## src/assert_macros.svh

```systemverilog
// Assertion macros used by the top level of the term enumerator.
`ifndef ASSERT_MACROS_SVH
`define ASSERT_MACROS_SVH

// Property must hold at every clock edge out of reset.
`define SPTE_ASSERT(label, clk, rst_n, prop, msg) \
    label: assert property (@(posedge clk) disable iff (!rst_n) (prop)) else $error(msg);

// Same-cycle implication.
`define SPTE_ASSERT_IMPL(label, clk, rst_n, ante, cons, msg) \
    label: assert property (@(posedge clk) disable iff (!rst_n) (ante) |-> (cons)) \
        else $error(msg);

// Next-cycle implication.
`define SPTE_ASSERT_NEXT(label, clk, rst_n, ante, cons, msg) \
    label: assert property (@(posedge clk) disable iff (!rst_n) (ante) |=> (cons)) \
        else $error(msg);

`endif

```

## src/spte_pkg.sv

```systemverilog
// Shared constants, types and helper functions of the term enumerator.
`default_nettype none

package spte_pkg;

    localparam int MAX_RANK   = 8;
    localparam int INDEX_BITS = 8;

    localparam int NUM_FIELDS = 8;
    localparam int FIELD_W    = 8;
    localparam int COEFF_W    = 32;
    localparam int RANK_W     = $clog2(MAX_RANK + 1);
    localparam int POS_W      = $clog2(MAX_RANK);
    localparam int FACT_W     = 16;
    localparam int DIV_STEPS  = COEFF_W;
    localparam int DIV_CNT_W  = $clog2(DIV_STEPS);

    localparam int CFG_IDX_W  = 1;
    localparam int CFG_DATA_W = 4;

    localparam logic [CFG_IDX_W-1:0]  CFG_RANK = 1'b0;
    localparam logic [CFG_IDX_W-1:0]  CFG_ANTI = 1'b1;
    localparam logic [CFG_DATA_W-1:0] RANK_RESET = 4'd2;

    localparam logic ACT_LOAD = 1'b0;
    localparam logic ACT_NEXT = 1'b1;

    typedef logic [POS_W-1:0]      pos_t;
    typedef logic [RANK_W-1:0]     rank_t;
    typedef logic [INDEX_BITS-1:0] idx_t;
    typedef logic [FACT_W-1:0]     fact_t;

    // controller -> datapath
    typedef struct packed {
        logic in_ready;
        logic load;
        logic find;
        logic perm;
        logic emit;
    } cmd_t;

    // datapath -> controller
    typedef struct packed {
        logic in_valid;
        logic in_action;
        logic exhausted;
        logic div_done;
        logic out_free;
    } status_t;

    // rank register value -> active rank, 0 taken as 1, clipped at MAX_RANK
    function automatic rank_t clamp_rank(input logic [CFG_DATA_W-1:0] v);
        rank_t r;
        if (v == '0)
        begin
            r = rank_t'(1);
        end
        else if (32'(v) > MAX_RANK)
        begin
            r = rank_t'(MAX_RANK);
        end
        else
        begin
            r = rank_t'(v);
        end
        return r;
    endfunction

    // rank factorial, rank already clamped
    function automatic fact_t rank_fact(input rank_t r);
        fact_t f;
        case (r)
            rank_t'(0): f = 16'd1;
            rank_t'(1): f = 16'd1;
            rank_t'(2): f = 16'd2;
            rank_t'(3): f = 16'd6;
            rank_t'(4): f = 16'd24;
            rank_t'(5): f = 16'd120;
            rank_t'(6): f = 16'd720;
            rank_t'(7): f = 16'd5040;
            default:    f = 16'd40320;
        endcase
        return f;
    endfunction

    function automatic idx_t from_field(input logic [FIELD_W-1:0] v);
        idx_t r;
        r = '0;
        for (int b = 0; b < INDEX_BITS && b < FIELD_W; b++)
        begin
            r[b] = v[b];
        end
        return r;
    endfunction

    function automatic logic [FIELD_W-1:0] to_field(input idx_t v);
        logic [FIELD_W-1:0] r;
        r = '0;
        for (int b = 0; b < INDEX_BITS && b < FIELD_W; b++)
        begin
            r[b] = v[b];
        end
        return r;
    endfunction

endpackage

`default_nettype wire

```

## src/spte_cfg_if.sv

```systemverilog
// Configuration write channel: register index and write data.
`default_nettype none

interface spte_cfg_if;
    logic                              valid;
    logic                              ready;
    logic [spte_pkg::CFG_IDX_W-1:0]    index;
    logic [spte_pkg::CFG_DATA_W-1:0]   data;

    modport source (output valid, output index, output data, input ready);
    modport sink   (input valid, input index, input data, output ready);
endinterface

`default_nettype wire

```

## src/spte_in_if.sv

```systemverilog
// Input item channel: action, element indices and coefficient.
`default_nettype none

interface spte_in_if;
    logic                               valid;
    logic                               ready;
    logic                               action;
    logic [spte_pkg::FIELD_W-1:0]       elt_index_0;
    logic [spte_pkg::FIELD_W-1:0]       elt_index_1;
    logic [spte_pkg::FIELD_W-1:0]       elt_index_2;
    logic [spte_pkg::FIELD_W-1:0]       elt_index_3;
    logic [spte_pkg::FIELD_W-1:0]       elt_index_4;
    logic [spte_pkg::FIELD_W-1:0]       elt_index_5;
    logic [spte_pkg::FIELD_W-1:0]       elt_index_6;
    logic [spte_pkg::FIELD_W-1:0]       elt_index_7;
    logic signed [spte_pkg::COEFF_W-1:0] coeff_in;

    modport source (output valid, output action, output elt_index_0, output elt_index_1,
                    output elt_index_2, output elt_index_3, output elt_index_4,
                    output elt_index_5, output elt_index_6, output elt_index_7,
                    output coeff_in, input ready);
    modport sink   (input valid, input action, input elt_index_0, input elt_index_1,
                    input elt_index_2, input elt_index_3, input elt_index_4,
                    input elt_index_5, input elt_index_6, input elt_index_7,
                    input coeff_in, output ready);
endinterface

`default_nettype wire

```

## src/spte_out_if.sv

```systemverilog
// Result item channel: permuted indices, signed coefficient and last flag.
`default_nettype none

interface spte_out_if;
    logic                               valid;
    logic                               ready;
    logic [spte_pkg::FIELD_W-1:0]       out_index_0;
    logic [spte_pkg::FIELD_W-1:0]       out_index_1;
    logic [spte_pkg::FIELD_W-1:0]       out_index_2;
    logic [spte_pkg::FIELD_W-1:0]       out_index_3;
    logic [spte_pkg::FIELD_W-1:0]       out_index_4;
    logic [spte_pkg::FIELD_W-1:0]       out_index_5;
    logic [spte_pkg::FIELD_W-1:0]       out_index_6;
    logic [spte_pkg::FIELD_W-1:0]       out_index_7;
    logic signed [spte_pkg::COEFF_W-1:0] coeff_out;
    logic                               last;

    modport source (output valid, output out_index_0, output out_index_1,
                    output out_index_2, output out_index_3, output out_index_4,
                    output out_index_5, output out_index_6, output out_index_7,
                    output coeff_out, output last, input ready);
    modport sink   (input valid, input out_index_0, input out_index_1,
                    input out_index_2, input out_index_3, input out_index_4,
                    input out_index_5, input out_index_6, input out_index_7,
                    input coeff_out, input last, output ready);
endinterface

`default_nettype wire

```

## src/spte_div.sv

```systemverilog
// Restoring divider, one quotient bit per cycle, truncates toward zero.
`default_nettype none

module spte_div (
    input  wire logic                              clk,
    input  wire logic                              rst_n,
    input  wire logic                              start,
    input  wire logic signed [spte_pkg::COEFF_W-1:0] dividend,
    input  wire spte_pkg::fact_t                   divisor,
    output logic signed [spte_pkg::COEFF_W-1:0]    quotient,
    output logic                                   done
);

    logic                                busy_reg;
    logic [spte_pkg::DIV_CNT_W-1:0]      cnt_reg;
    logic                                neg_reg;
    logic [spte_pkg::COEFF_W-1:0]        num_reg;
    logic [spte_pkg::COEFF_W-1:0]        num_next;
    spte_pkg::fact_t                     rem_reg;
    spte_pkg::fact_t                     rem_next;
    spte_pkg::fact_t                     den_reg;
    logic [spte_pkg::FACT_W:0]           rem_sh;
    logic [spte_pkg::FACT_W:0]           rem_sub;
    logic                                fits;

    always_comb
    begin
        rem_sh   = {rem_reg, num_reg[spte_pkg::COEFF_W-1]};
        fits     = (rem_sh >= {1'b0, den_reg});
        rem_sub  = rem_sh - {1'b0, den_reg};
        rem_next = fits ? rem_sub[spte_pkg::FACT_W-1:0] : rem_sh[spte_pkg::FACT_W-1:0];
        num_next = {num_reg[spte_pkg::COEFF_W-2:0], fits};
        done     = busy_reg && (cnt_reg == spte_pkg::DIV_CNT_W'(spte_pkg::DIV_STEPS - 1));
        quotient = neg_reg ? -$signed(num_next) : $signed(num_next);
    end

    always_ff @(posedge clk or negedge rst_n)
    begin
        if (!rst_n)
        begin
            busy_reg <= 1'b0;
            cnt_reg  <= '0;
        end
        else if (start)
        begin
            busy_reg <= 1'b1;
            cnt_reg  <= '0;
        end
        else if (busy_reg)
        begin
            cnt_reg <= cnt_reg + 1'b1;
            if (done)
            begin
                busy_reg <= 1'b0;
            end
        end
    end

    always_ff @(posedge clk)
    begin
        if (start)
        begin
            neg_reg <= dividend[spte_pkg::COEFF_W-1];
            num_reg <= dividend[spte_pkg::COEFF_W-1] ? -dividend : dividend;
            rem_reg <= '0;
            den_reg <= divisor;
        end
        else if (busy_reg)
        begin
            num_reg <= num_next;
            rem_reg <= rem_next;
        end
    end

endmodule

`default_nettype wire

```

## src/spte_dp.sv

```systemverilog
// Datapath: config registers, order and index lanes, divider, result register.
`default_nettype none

module spte_dp (
    input  wire logic          clk,
    input  wire logic          rst_n,
    spte_cfg_if.sink           cfg_ch,
    spte_in_if.sink            in_ch,
    spte_out_if.source         out_ch,
    input  wire spte_pkg::cmd_t cmd,
    output spte_pkg::status_t  status
);

    localparam int M = spte_pkg::MAX_RANK;
    localparam int F = spte_pkg::NUM_FIELDS;
    localparam int W = spte_pkg::RANK_W + 1;

    logic [spte_pkg::CFG_DATA_W-1:0] cfg_rank_reg;
    logic                            cfg_anti_reg;
    spte_pkg::rank_t                 act_rank_reg;
    logic                            act_anti_reg;

    spte_pkg::pos_t  order_reg [M];
    spte_pkg::pos_t  order_next [M];
    spte_pkg::idx_t  val_reg [M];
    spte_pkg::idx_t  val_next [M];
    logic            parity_reg;
    logic            parity_next;
    logic            exhausted_reg;
    logic signed [spte_pkg::COEFF_W-1:0] scaled_reg;

    spte_pkg::pos_t  k_reg;
    spte_pkg::pos_t  j_reg;
    spte_pkg::pos_t  k_find;
    spte_pkg::pos_t  j_find;
    spte_pkg::pos_t  piv;

    logic [spte_pkg::FIELD_W-1:0] in_idx [F];
    logic [spte_pkg::FIELD_W-1:0] emit_idx [F];
    logic [spte_pkg::FIELD_W-1:0] out_idx_reg [F];
    logic signed [spte_pkg::COEFF_W-1:0] coeff_out_reg;
    logic            last_reg;
    logic            out_valid_reg;
    logic            last_now;

    spte_pkg::rank_t load_rank;
    logic signed [spte_pkg::COEFF_W-1:0] div_q;
    logic            div_done;

    assign in_idx[0] = in_ch.elt_index_0;
    assign in_idx[1] = in_ch.elt_index_1;
    assign in_idx[2] = in_ch.elt_index_2;
    assign in_idx[3] = in_ch.elt_index_3;
    assign in_idx[4] = in_ch.elt_index_4;
    assign in_idx[5] = in_ch.elt_index_5;
    assign in_idx[6] = in_ch.elt_index_6;
    assign in_idx[7] = in_ch.elt_index_7;

    assign load_rank = spte_pkg::clamp_rank(cfg_rank_reg);

    // ---- configuration port
    assign cfg_ch.ready = 1'b1;

    always_ff @(posedge clk or negedge rst_n)
    begin
        if (!rst_n)
        begin
            cfg_rank_reg <= spte_pkg::RANK_RESET;
            cfg_anti_reg <= 1'b0;
        end
        else if (cfg_ch.valid)
        begin
            case (cfg_ch.index)
                spte_pkg::CFG_RANK: cfg_rank_reg <= cfg_ch.data;
                spte_pkg::CFG_ANTI: cfg_anti_reg <= cfg_ch.data[0];
                default:            ;
            endcase
        end
    end

    // ---- divider, started by a load
    spte_div u_div (
        .clk      (clk),
        .rst_n    (rst_n),
        .start    (cmd.load),
        .dividend (in_ch.coeff_in),
        .divisor  (spte_pkg::rank_fact(load_rank)),
        .quotient (div_q),
        .done     (div_done)
    );

    // ---- pivot and successor search
    always_comb
    begin
        k_find = '0;
        for (int p = 1; p < M; p++)
        begin
            if ((spte_pkg::rank_t'(p) < act_rank_reg) && (order_reg[p-1] < order_reg[p]))
            begin
                k_find = spte_pkg::pos_t'(p);
            end
        end
        piv = order_reg[k_find - 1'b1];
        j_find = '0;
        for (int q = 0; q < M; q++)
        begin
            if ((spte_pkg::pos_t'(q) >= k_find) && (spte_pkg::rank_t'(q) < act_rank_reg)
                && (order_reg[q] > piv))
            begin
                j_find = spte_pkg::pos_t'(q);
            end
        end
    end

    // ---- swap pivot with successor and reverse the suffix in one pass
    always_comb
    begin
        logic [W-1:0]   kw;
        logic [W-1:0]   nw;
        logic [W-1:0]   iw;
        logic [W-1:0]   rw;
        logic [W-1:0]   len;
        spte_pkg::pos_t km1;
        spte_pkg::pos_t src;
        kw  = W'(k_reg);
        nw  = W'(act_rank_reg);
        km1 = k_reg - 1'b1;
        for (int i = 0; i < M; i++)
        begin
            iw = W'(i);
            rw = kw + nw - iw - W'(1);
            if (spte_pkg::pos_t'(i) == km1)
            begin
                src = j_reg;
            end
            else if ((iw >= kw) && (iw < nw))
            begin
                src = (rw[spte_pkg::POS_W-1:0] == j_reg) ? km1 : rw[spte_pkg::POS_W-1:0];
            end
            else
            begin
                src = spte_pkg::pos_t'(i);
            end
            order_next[i] = order_reg[src];
            val_next[i]   = val_reg[src];
        end
        // swap flips parity; reversal adds floor(len/2) transpositions
        len         = nw - kw;
        parity_next = parity_reg ^ 1'b1 ^ len[1];
    end

    // ---- last: no ascent left in the active prefix
    always_comb
    begin
        logic succ;
        succ = 1'b0;
        for (int p = 0; p + 1 < M; p++)
        begin
            if ((spte_pkg::rank_t'(p + 1) < act_rank_reg) && (order_reg[p] < order_reg[p+1]))
            begin
                succ = 1'b1;
            end
        end
        last_now = !succ;
    end

    for (genvar g = 0; g < F; g++)
    begin : g_emit
        if (g < M)
        begin : g_used
            assign emit_idx[g] = (spte_pkg::rank_t'(g) < act_rank_reg)
                               ? spte_pkg::to_field(val_reg[g]) : '0;
        end
        else
        begin : g_unused
            assign emit_idx[g] = '0;
        end
    end

    // ---- enumeration state
    always_ff @(posedge clk or negedge rst_n)
    begin
        if (!rst_n)
        begin
            for (int i = 0; i < M; i++)
            begin
                order_reg[i] <= spte_pkg::pos_t'(i);
            end
            act_rank_reg  <= spte_pkg::rank_t'(1);
            act_anti_reg  <= 1'b0;
            parity_reg    <= 1'b0;
            exhausted_reg <= 1'b1;
            scaled_reg    <= '0;
        end
        else
        begin
            if (cmd.load)
            begin
                for (int i = 0; i < M; i++)
                begin
                    order_reg[i] <= spte_pkg::pos_t'(i);
                end
                act_rank_reg  <= load_rank;
                act_anti_reg  <= cfg_anti_reg;
                parity_reg    <= 1'b0;
                exhausted_reg <= 1'b0;
            end
            else if (cmd.perm)
            begin
                order_reg  <= order_next;
                parity_reg <= parity_next;
            end
            if (cmd.emit)
            begin
                exhausted_reg <= last_now;
            end
            if (div_done)
            begin
                scaled_reg <= div_q;
            end
        end
    end

    always_ff @(posedge clk)
    begin
        if (cmd.load)
        begin
            for (int i = 0; i < M; i++)
            begin
                val_reg[i] <= spte_pkg::from_field(in_idx[i]);
            end
        end
        else if (cmd.perm)
        begin
            val_reg <= val_next;
        end
        if (cmd.find)
        begin
            k_reg <= k_find;
            j_reg <= j_find;
        end
    end

    // ---- result register
    always_ff @(posedge clk or negedge rst_n)
    begin
        if (!rst_n)
        begin
            out_valid_reg <= 1'b0;
        end
        else if (cmd.emit)
        begin
            out_valid_reg <= 1'b1;
        end
        else if (out_ch.ready)
        begin
            out_valid_reg <= 1'b0;
        end
    end

    always_ff @(posedge clk)
    begin
        if (cmd.emit)
        begin
            out_idx_reg   <= emit_idx;
            coeff_out_reg <= (act_anti_reg && parity_reg) ? -scaled_reg : scaled_reg;
            last_reg      <= last_now;
        end
    end

    assign in_ch.ready        = cmd.in_ready;
    assign out_ch.valid       = out_valid_reg;
    assign out_ch.out_index_0 = out_idx_reg[0];
    assign out_ch.out_index_1 = out_idx_reg[1];
    assign out_ch.out_index_2 = out_idx_reg[2];
    assign out_ch.out_index_3 = out_idx_reg[3];
    assign out_ch.out_index_4 = out_idx_reg[4];
    assign out_ch.out_index_5 = out_idx_reg[5];
    assign out_ch.out_index_6 = out_idx_reg[6];
    assign out_ch.out_index_7 = out_idx_reg[7];
    assign out_ch.coeff_out   = coeff_out_reg;
    assign out_ch.last        = last_reg;

    assign status.in_valid  = in_ch.valid;
    assign status.in_action = in_ch.action;
    assign status.exhausted = exhausted_reg;
    assign status.div_done  = div_done;
    assign status.out_free  = !out_valid_reg || out_ch.ready;

endmodule

`default_nettype wire

```

## src/spte_ctrl.sv

```systemverilog
// Controller: sequences load/divide and next/permute, then the result write.
`default_nettype none

module spte_ctrl (
    input  wire logic             clk,
    input  wire logic             rst_n,
    input  wire spte_pkg::status_t status,
    output spte_pkg::cmd_t        cmd
);

    typedef enum logic [1:0] {
        S_IDLE,
        S_DIV,
        S_PERM,
        S_EMIT
    } state_t;

    state_t state_reg;
    state_t state_next;

    always_comb
    begin
        cmd        = '0;
        state_next = state_reg;
        case (state_reg)
            S_IDLE:
            begin
                cmd.in_ready = 1'b1;
                if (status.in_valid)
                begin
                    if (status.in_action == spte_pkg::ACT_LOAD)
                    begin
                        cmd.load   = 1'b1;
                        state_next = S_DIV;
                    end
                    else if (!status.exhausted)
                    begin
                        cmd.find   = 1'b1;
                        state_next = S_PERM;
                    end
                end
            end
            S_DIV:
            begin
                if (status.div_done)
                begin
                    state_next = S_EMIT;
                end
            end
            S_PERM:
            begin
                cmd.perm   = 1'b1;
                state_next = S_EMIT;
            end
            S_EMIT:
            begin
                if (status.out_free)
                begin
                    cmd.emit   = 1'b1;
                    state_next = S_IDLE;
                end
            end
            default:
            begin
                state_next = S_IDLE;
            end
        endcase
    end

    always_ff @(posedge clk or negedge rst_n)
    begin
        if (!rst_n)
        begin
            state_reg <= S_IDLE;
        end
        else
        begin
            state_reg <= state_next;
        end
    end

endmodule

`default_nettype wire

```

## src/signed_permutation_term_enumerator_top.sv

```systemverilog
// Top level of the signed permutation term enumerator.
//
//  channel  dir  handshake     payload
//  cfg_ch   in   valid/ready   index (0 rank, 1 antisymmetric), data[3:0]
//  in_ch    in   valid/ready   action, elt_index_0..7, coeff_in (Q16.16)
//  out_ch   out  valid/ready   out_index_0..7, coeff_out (Q16.16), last
//
// Load item: accept starts the 32-step serial divider (coeff / rank!); the
//   quotient is written to the result register once the divider is done.
// Next item: accept + pivot search, swap/reverse pass, result write, in that order.
// Next item while exhausted: taken, no result.
// A finished result waits in the output register; a new item is taken meanwhile
//   and only its own result write stalls until the register frees.
// Reset: identity order, nothing loaded, rank register 2, antisymmetric 0.
`default_nettype none
`include "assert_macros.svh"

module signed_permutation_term_enumerator_top (
    input  wire logic  clk,
    input  wire logic  rst_n,
    spte_cfg_if.sink   cfg_ch,
    spte_in_if.sink    in_ch,
    spte_out_if.source out_ch
);

    spte_pkg::cmd_t    cmd;
    spte_pkg::status_t status;
    logic [3:0]        cmd_vec;

    // controller only talks to the datapath through cmd/status
    spte_ctrl u_ctrl (
        .clk    (clk),
        .rst_n  (rst_n),
        .status (status),
        .cmd    (cmd)
    );

    // datapath owns all channel payloads and the enumeration state
    spte_dp u_dp (
        .clk    (clk),
        .rst_n  (rst_n),
        .cfg_ch (cfg_ch),
        .in_ch  (in_ch),
        .out_ch (out_ch),
        .cmd    (cmd),
        .status (status)
    );

    assign cmd_vec = {cmd.load, cmd.find, cmd.perm, cmd.emit};

    // at most one datapath operation per cycle
    `SPTE_ASSERT(a_cmd_onehot, clk, rst_n, $onehot0(cmd_vec), "datapath commands overlap")

    // a result write never overwrites an untaken result
    `SPTE_ASSERT_IMPL(a_emit_free, clk, rst_n, cmd.emit, status.out_free,
        "result written while output register full")

    // an accepted load closes the input as the divider starts
    `SPTE_ASSERT_NEXT(a_load_busy, clk, rst_n,
        in_ch.valid && in_ch.ready && (in_ch.action == spte_pkg::ACT_LOAD),
        !in_ch.ready, "input open during divide")

endmodule

`default_nettype wire

```

## src/flat_wrapper.sv

```systemverilog
// flat-port wrapper written by rule: the top's interface ports become plain ports
module signed_permutation_term_enumerator_top_flat 
  (clk, rst_n, cfg_ch_valid, cfg_ch_index, cfg_ch_data, cfg_ch_ready, in_ch_valid, in_ch_action, in_ch_elt_index_0, in_ch_elt_index_1, in_ch_elt_index_2, in_ch_elt_index_3, in_ch_elt_index_4, in_ch_elt_index_5, in_ch_elt_index_6, in_ch_elt_index_7, in_ch_coeff_in, in_ch_ready, out_ch_valid, out_ch_out_index_0, out_ch_out_index_1, out_ch_out_index_2, out_ch_out_index_3, out_ch_out_index_4, out_ch_out_index_5, out_ch_out_index_6, out_ch_out_index_7, out_ch_coeff_out, out_ch_last, out_ch_ready);
  spte_cfg_if cfg_ch_i ();
  spte_in_if in_ch_i ();
  spte_out_if out_ch_i ();
  input  wire logic clk;
  input  wire logic rst_n;
  input wire logic [$bits(cfg_ch_i.valid)-1:0] cfg_ch_valid;
  input wire logic [$bits(cfg_ch_i.index)-1:0] cfg_ch_index;
  input wire logic [$bits(cfg_ch_i.data)-1:0] cfg_ch_data;
  output wire logic [$bits(cfg_ch_i.ready)-1:0] cfg_ch_ready;
  input wire logic [$bits(in_ch_i.valid)-1:0] in_ch_valid;
  input wire logic [$bits(in_ch_i.action)-1:0] in_ch_action;
  input wire logic [$bits(in_ch_i.elt_index_0)-1:0] in_ch_elt_index_0;
  input wire logic [$bits(in_ch_i.elt_index_1)-1:0] in_ch_elt_index_1;
  input wire logic [$bits(in_ch_i.elt_index_2)-1:0] in_ch_elt_index_2;
  input wire logic [$bits(in_ch_i.elt_index_3)-1:0] in_ch_elt_index_3;
  input wire logic [$bits(in_ch_i.elt_index_4)-1:0] in_ch_elt_index_4;
  input wire logic [$bits(in_ch_i.elt_index_5)-1:0] in_ch_elt_index_5;
  input wire logic [$bits(in_ch_i.elt_index_6)-1:0] in_ch_elt_index_6;
  input wire logic [$bits(in_ch_i.elt_index_7)-1:0] in_ch_elt_index_7;
  input wire logic [$bits(in_ch_i.coeff_in)-1:0] in_ch_coeff_in;
  output wire logic [$bits(in_ch_i.ready)-1:0] in_ch_ready;
  output wire logic [$bits(out_ch_i.valid)-1:0] out_ch_valid;
  output wire logic [$bits(out_ch_i.out_index_0)-1:0] out_ch_out_index_0;
  output wire logic [$bits(out_ch_i.out_index_1)-1:0] out_ch_out_index_1;
  output wire logic [$bits(out_ch_i.out_index_2)-1:0] out_ch_out_index_2;
  output wire logic [$bits(out_ch_i.out_index_3)-1:0] out_ch_out_index_3;
  output wire logic [$bits(out_ch_i.out_index_4)-1:0] out_ch_out_index_4;
  output wire logic [$bits(out_ch_i.out_index_5)-1:0] out_ch_out_index_5;
  output wire logic [$bits(out_ch_i.out_index_6)-1:0] out_ch_out_index_6;
  output wire logic [$bits(out_ch_i.out_index_7)-1:0] out_ch_out_index_7;
  output wire logic [$bits(out_ch_i.coeff_out)-1:0] out_ch_coeff_out;
  output wire logic [$bits(out_ch_i.last)-1:0] out_ch_last;
  input wire logic [$bits(out_ch_i.ready)-1:0] out_ch_ready;
  assign cfg_ch_i.valid = cfg_ch_valid;
  assign cfg_ch_i.index = cfg_ch_index;
  assign cfg_ch_i.data = cfg_ch_data;
  assign cfg_ch_ready = cfg_ch_i.ready;
  assign in_ch_i.valid = in_ch_valid;
  assign in_ch_i.action = in_ch_action;
  assign in_ch_i.elt_index_0 = in_ch_elt_index_0;
  assign in_ch_i.elt_index_1 = in_ch_elt_index_1;
  assign in_ch_i.elt_index_2 = in_ch_elt_index_2;
  assign in_ch_i.elt_index_3 = in_ch_elt_index_3;
  assign in_ch_i.elt_index_4 = in_ch_elt_index_4;
  assign in_ch_i.elt_index_5 = in_ch_elt_index_5;
  assign in_ch_i.elt_index_6 = in_ch_elt_index_6;
  assign in_ch_i.elt_index_7 = in_ch_elt_index_7;
  assign in_ch_i.coeff_in = in_ch_coeff_in;
  assign in_ch_ready = in_ch_i.ready;
  assign out_ch_valid = out_ch_i.valid;
  assign out_ch_out_index_0 = out_ch_i.out_index_0;
  assign out_ch_out_index_1 = out_ch_i.out_index_1;
  assign out_ch_out_index_2 = out_ch_i.out_index_2;
  assign out_ch_out_index_3 = out_ch_i.out_index_3;
  assign out_ch_out_index_4 = out_ch_i.out_index_4;
  assign out_ch_out_index_5 = out_ch_i.out_index_5;
  assign out_ch_out_index_6 = out_ch_i.out_index_6;
  assign out_ch_out_index_7 = out_ch_i.out_index_7;
  assign out_ch_coeff_out = out_ch_i.coeff_out;
  assign out_ch_last = out_ch_i.last;
  assign out_ch_i.ready = out_ch_ready;
  signed_permutation_term_enumerator_top u_core (.clk(clk), .rst_n(rst_n), .cfg_ch(cfg_ch_i), .in_ch(in_ch_i), .out_ch(out_ch_i));
endmodule
```

## config.mk

```make
export PLATFORM = sky130hd
export DESIGN_NAME = signed_permutation_term_enumerator_top_flat
export DESIGN_NICKNAME = d
export VERILOG_FILES = /design/src/spte_pkg.sv /design/src/spte_cfg_if.sv /design/src/spte_in_if.sv /design/src/spte_out_if.sv /design/src/spte_div.sv /design/src/spte_dp.sv /design/src/spte_ctrl.sv /design/src/signed_permutation_term_enumerator_top.sv /design/src/flat_wrapper.sv
export VERILOG_INCLUDE_DIRS = /design/src /design/src/src
export SDC_FILE = /design/constraint.sdc
export NUM_CORES = 1
export LEC_CHECK = 0
export ABC_AREA = 1
export BUFFER_PORTS_ARGS = -buffer_cell sky130_fd_sc_hd__buf_2
export CAP_MARGIN = 15
export CORE_MARGIN = 5
export CORE_UTILIZATION = 30
export DETAILED_ROUTE_END_ITERATION = 7
export PLACE_DENSITY = 0.44
export SYNTH_ARGS = -nofsm -noshare
export SYNTH_HDL_FRONTEND = slang
export SYNTH_HIERARCHICAL = 1
export SYNTH_SLANG_ARGS = --single-unit
```

## constraint.sdc

```tcl
create_clock -name clk -period 7.1 [get_ports clk]
set_input_delay 1.42 -clock clk [delete_from_list [all_inputs] [get_ports clk]]
set_output_delay 1.42 -clock clk [all_outputs]
set_load 0.03 [all_outputs]
```

==> reports/summary.txt, run 1 <==
CP Data Required Time - 7430 ps
IO Pins - 207
Number of diodes - 0
CP delay by family, top - compound AO/OA/AOI/OAI gates
Synth Area in Simple Gates - 23.5%
Max-slew violation count - 0
Area of the core - 74600 µm²
Min-delay worst type - reg -> reg
FF-to-FF End - u_core/u_dp/j_reg[0]$_SDFFCE_PP1P_
XOR/XNOR share of the synthesized area - 3.54%
Main synth FF type - edfxtp_1
Outcome - complete, no violations
R2R depth - 24
Vias - 23200
Area delta synth->final - 14.1%
Cell accounting for the most synthesized area - edfxtp_1
Final-stage net count - 3332
Critical Path AT - 5880 ps
R2r setup slk - 1550 ps
Initial antenna violation count - 2
Pin count of the biggest net entering global routing - 97
Rows - 100
Port bufs - 205
Die ar. - 80900 µm²
HP Start - u_core/u_dp/act_anti_reg$_DFFE_PN0P_
Synth Area in Compound Gates - 20.3%
Final wirelength - 102 mm
Worst-path cell with the longest stage delay - a21oi_2
Clock Path Buffers - 3
Design area - 25800 µm²
Post-Syn Area per Cell - 7.52 µm²
Worst hold margin - 471 ps
# hold bufs at CTS - 0
Main combinational cell family by area after synthesis - simple AND/OR/NAND/NOR gates
H-tree levels - 2
Max stage delay on crit path - 820 ps
Hold Path Cell Cnt - 2
Tmin final - 5550 ps
GRT overflow - 0
WHS Endpoint - u_core/u_dp/act_anti_reg$_DFFE_PN0P_
CTS buffer count - 41
Initial Util - 30.3%
CTS tree - built
Post-synthesis mux area share - 0.199%
Post-CTS sizing - 0
Flops & latches, synth - 309
Largest cells by area after synthesis - edfxtp_1, nand2_1, dfrtp_1
WL/cell - 24.5 µm
Register area share after synthesis - 38.7%
DR vias/cell - 5.60
Die W - 284 µm
Placer Congestion - 0.998
Die Span Y - 284 µm
R2r startpoint - u_core/u_dp/act_rank_reg[3]$_DFFE_PN0P_
CP bufs+invs - 2
DR pass1 iterations - 6
Critical path's most frequent cell - nand2_1
Area share of fa/ha/maj cells after synthesis - 4.17%
Slew HR - 24.0%
Global-route wire length before repair - 149 mm
Postcts setup bufs - 0
Skew final - 26.3 ps
CP Capture Type - flop
All-Layer GR Usage - 24.1%
Layout cell share with drive strength beyond 1 - 13.5%
DR iter-0 viols - 2498
Drt drc - 0
Syn Inst Count - 3003
Synth warnings - 6
Final setup vio count - 0
Distinct cell type count after synthesis - 65
DP Area - 24400 µm²
Detail Route Antenna Nets - 0
Yosys top cell area share - 28.7%
Synth cell count leaders - nand2_1, inv_1, o21ai_0
Number of synthesized flops with an enable pin - 216
Fmax - 180 MHz
Setup CP Type - reg -> reg
CTS clk-pin slew, worst paths - 60 ps
Worst Path Max Fanout - 22
MaxCap Viol Count - 0
Vias in the first global route - 22500
Hpwl dp - 75.7 mm
RSZ-0062 raised after global routing - no
Synth Cell Area - 22600 µm²
Worst-path cell chain - a21oi_2 -> o21ai_2 -> nand3_1 -> nand2_1 -> nand2_1 -> nand2_2 -> nand2_2 -> inv_1 -> ha_1 -> xor2_2 -> inv_1 -> a221oi_1 -> a31oi_1 -> ha_1 -> nand3_1 -> nor2_1 -> nor2_1 -> nand2_1 -> nand2_1 -> nand2_1 -> nand2_1 -> nand2_1 -> nand2_1 -> nand2_1
Max reg flops - 64
Setup TNS - 0 ps
Clk_lat worst skew - 600 ps
Clock sink count - 309
Synth async-reset ratio - 24.9%
Final hold vios - 0
Setup crit start kind - flop
Dominant cell by count in the synthesized netlist - nand2_1
Worst Tran Pin Value - 1130 ps
Clk root buf - clkbuf_16
Period utilization - 78.2%
[cells by family (layout without fill, tap and decap cells)]
group           count (synthesis)  count (layout)
flops                         309             309
mux                             4               4
simple gates                 1246            1246
other cells                     2               3
compound gates                756             756
buf+inv                       524             703
fa+ha+maj                      74              74
xor+xnor                       88              88
[metrics by stage]
| stage | instances | utilization, % | setup WS [ps] |
|---|---|---|---|
| after detailed placement | 4077 | 32.8 | 1680 |
| after global placement | 4077 | 32.8 | 1720 |
| after global routing | 4152 | 34.6 | 1300 |
| after floorplan | 3004 | - | 2830 |
| after CTS | 4152 | 34.6 | 1650 |
| final | 4152 | 34.6 | 1550 |
[cell usage in the layout, fill, tap and decap left out, drive strengths merged, types with 18 or more instances in the layout]
cell type  netlist  routed
nand2          691     691
buf             70     240
nand3          181     181
nand4           27      27
a21oi          122     122
ha              72      72
edfxtp         216     216
a31oi           18      18
o221ai          73      73
o211ai          82      82
o21ai          334     334
inv            383     384
nor2           284     284
nor3            36      36
clkinv           5      22
clkbuf          66      54
o22ai           90      90
dfrtp           62      62
xor2            72      72
[final cells by class]
class                   instances  area (µm²)
clock buffers                  54        1130
multi-input cells            2171       11700
inverters                     388        1460
fillers                      7917       48800
flip-flops and latches        309        8750
clock inverters                21         210
repair buffers                240        1300
well taps                     969        1210
[worst max-delay path by stage]
stage	from	endpoint	slack, ps	cells past startpoint
CTS	u_core/u_dp/act_rank_reg[3]$_DFFE_PN0P_	u_core/u_dp/j_reg[0]$_SDFFCE_PP1P_	1650	24
global route	u_core/u_dp/act_rank_reg[3]$_DFFE_PN0P_	u_core/u_dp/j_reg[0]$_SDFFCE_PP1P_	1300	24
detailed placement	u_core/u_dp/act_rank_reg[3]$_DFFE_PN0P_	u_core/u_dp/j_reg[0]$_SDFFCE_PP1P_	1680	24
global placement	u_core/u_dp/act_rank_reg[3]$_DFFE_PN0P_	u_core/u_dp/j_reg[0]$_SDFFCE_PP1P_	1720	24
finish	u_core/u_dp/act_rank_reg[3]$_DFFE_PN0P_	u_core/u_dp/j_reg[0]$_SDFFCE_PP1P_	1550	24
floorplan	u_core/u_dp/order_reg[16]$_DFFE_PN1P_	u_core/u_dp/j_reg[0]$_SDFFCE_PP1P_	2830	31
[routing by layer]
layer	GRT usage [%]	up-vias	share of wire, %
met5	0	-	0
met2	37.5	1235	44
met4	10.0	0	4.5
met1	33.7	11200	44
li1	-	10600	-
met3	3.29	242	7.8
[tightest hold or removal path, delay by kind of cell (launching register included)]
kind          cells  cell delay (ps)
flops             1              340
simple gates      2              100
Power of run 1 is not shown: default switching activity piles up to over one toggle a cycle in this logic, so the estimate is an artifact.
==> inputs of run 2 (changes only) <==
--- a/config.mk
+++ b/config.mk
@@ -12,7 +12,7 @@
 export CORE_MARGIN = 5
 export CORE_UTILIZATION = 30
 export DETAILED_ROUTE_END_ITERATION = 7
-export PLACE_DENSITY = 0.44
+export PLACE_DENSITY = 0.46
 export SYNTH_ARGS = -nofsm -noshare
 export SYNTH_HDL_FRONTEND = slang
 export SYNTH_HIERARCHICAL = 1
==> constraint.sdc (replaced) <==
create_clock -name clk -period 4.9 [get_ports clk]
set_input_delay 0.98 -clock clk [delete_from_list [all_inputs] [get_ports clk]]
set_output_delay 0.98 -clock clk [all_outputs]
set_load 0.03 [all_outputs]
==> reports/summary.txt, run 2 (synthesis gave the netlist of run 1 again) <==
Clock sink count - 309 (unchanged)
Worst Tran Pin Value - 1210 ps (+76.8 ps)
Final-stage net count - 3402 (+2.1%)
Global-route wire length before repair - 153 mm (+2.3%)
M1 wire length - 45.5 mm (+1.5%)
DR pass1 iterations - 5 (-1)
Fmax - 218 MHz (+21%)
Clk_lat worst skew - 580 ps (-20 ps)
# hold bufs at CTS - 0 (unchanged)
CTS tree - built
Min-delay worst type - reg -> reg
Period utilization - 93.6% (+15 points)
Vias - 23300 (+0.26%)
Commonest non-fill, non-tap cell in the layout - nand2_1
Final hold vios - 0 (unchanged)
WL/cell - 24.8 µm (+1.2%)
Commonest non-fill, non-tap cells in the layout - nand2_1, inv_1, o21ai_0
Util after Layout - 35.4% (+0.83 points)
Final wirelength - 105 mm (+2.9%)
Hpwl dp - 80.1 mm (+5.8%)
Multi-input combinational cell area - 11700 µm² (-0.17%)
Clock Path Buffers - 3 (unchanged)
Post-CTS sizing - 0 (unchanged)
Setup crit start kind - flop
RSZ-0062 raised after global routing - no
All-Layer GR Usage - 24.7% (+0.64 points)
Uppermost layer routed - met4
IO Pins - 207 (unchanged)
DR iter-0 viols - 2337 (-6.4%)
Drt drc - 0 (unchanged)
Number of diodes - 0 (unchanged)
Critical Path AT - 5040 ps (-840 ps)
Setup CP Type - reg -> reg
Outcome - complete, no violations
Initial Util - 30.3% (unchanged)
Clk root buf - clkbuf_16
Die Span Y - 284 µm (unchanged)
Final setup vio count - 0 (unchanged)
CTS buffer count - 40 (-2.4%)
# fillers - 7932 (+0.19%)
Slew HR - 18.8% (-5.2 points)
Die W - 284 µm (unchanged)
Detail Route met2 WL - 46.6 mm (+5.5%)
Postcts setup bufs - 0 (unchanged)
Die ar. - 80900 µm² (unchanged)
Register area - 8750 µm² (unchanged)
Placer Congestion - 1.00 (+0.45%)
Pin count of the biggest net entering global routing - 62 (-36%)
Vias in the first global route - 22500 (+0.15%)
Setup TNS - 0 ps (unchanged)
Port bufs - 205 (unchanged)
Area of the core - 74600 µm² (unchanged)
Rows - 100 (unchanged)
Layout cell share with drive strength beyond 1 - 15.3% (+1.8 points)
CP Capture Type - flop
Max-slew violation count - 0 (unchanged)
Worst Path Max Fanout - 18 (-18%)
CP Data Required Time - 5350 ps (-2080 ps)
Area delta synth->final - 16.9%
Design area - 26400 µm² (+2.4%)
Max reg flops - 64 (unchanged)
CTS clk-pin slew, worst paths - 60 ps (about the same)
GRT overflow - 0 (unchanged)
MaxCap Viol Count - 0 (unchanged)
H-tree levels - 2 (unchanged)
Tmin final - 4590 ps (-964 ps)
DP Area - 25000 µm² (+2.3%)
Skew final - 28.2 ps (+1.92 ps)
Initial antenna violation count - 2 (unchanged)
DR vias/cell - 5.52 (-1.4%)
Detail Route Antenna Nets - 0 (unchanged)
WL met3 - 7.35 mm (-6.8%)
run 2: cell count changes in the layout (fill, tap and decap cells not counted), moves of 2 or more:
cell / before / now
buf_4: 35 / 103
clkbuf_1: 9 / 7
clkinv_4: 2 / 4
buf_12: 1 / 4
clkinv_2: 8 / 4
bufinv_16: 2 / 6
run 2: worst max-delay path, stage by stage, from the launching register on:
cell and delay, ps:
dfstp_2 590, inv_1 120, ha_1 500, inv_1 260
ha_1 430, xnor2_1 150, nor2_1 210, nand2_2 140
o211ai_1 180, nand2_1 200, inv_2 290, nor2_1 100
inv_1 510, buf_4 260, o22ai_1 70, o21ai_0 190
nand3_1 100, o21ai_1 170
run 2: per-layer routing:
| layer | global-route usage, % | up-vias |
|---|---|---|
| met5 | 0 | - |
| met4 | 10.1 | 0 |
| met3 | 3.66 | 245 |
| met2 | 39.4 | 1044 |
| met1 | 33.8 | 11300 |
| li1 | - | 10700 |
run 2: metrics by stage:
stage	hold WS [ps]	instances	worst slack [ps]
floorplan	433	3004	626
global placement	455	4147	363
detailed placement	465	4148	399
CTS	474	4221	352
global route	489	4221	73.2
finish	473	4221	313
run 2: cell type report:
class	instances	share of cell area [%]
clock buffers	52	4.24
clock inverters	21	1.09
inverters	388	5.53
multi-input cells	2171	44.3
flip-flops and latches	309	33.1
well taps	969	4.59
repair buffers	311	7.10
run 2: path summary, 6_finish.rpt:
path | from | end | slack [ps] | cells after the start
max in group asynchronous | rst_n | u_core/u_dp/order_reg[0]$_DFFE_PN1P_ | 3440 | 2
min | u_core/u_dp/u_div/rem_reg[13]$_SDFFE_PP0P_ | u_core/u_dp/u_div/rem_reg[13]$_SDFFE_PP0P_ | 470 | 2
min reg2reg | u_core/u_dp/u_div/rem_reg[13]$_SDFFE_PP0P_ | u_core/u_dp/u_div/rem_reg[13]$_SDFFE_PP0P_ | 470 | 2
max | u_core/u_dp/act_rank_reg[0]$_DFFE_PN1P_ | u_core/u_dp/order_reg[9]$_DFFE_PN0P_ | 310 | 17
min in group asynchronous | rst_n | u_core/u_dp/scaled_reg[31]$_DFFE_PN0P_ | 480 | 1
max reg2reg | u_core/u_dp/act_rank_reg[0]$_DFFE_PN1P_ | u_core/u_dp/order_reg[9]$_DFFE_PN0P_ | 310 | 17
Power of run 2 is left out for the same reason.
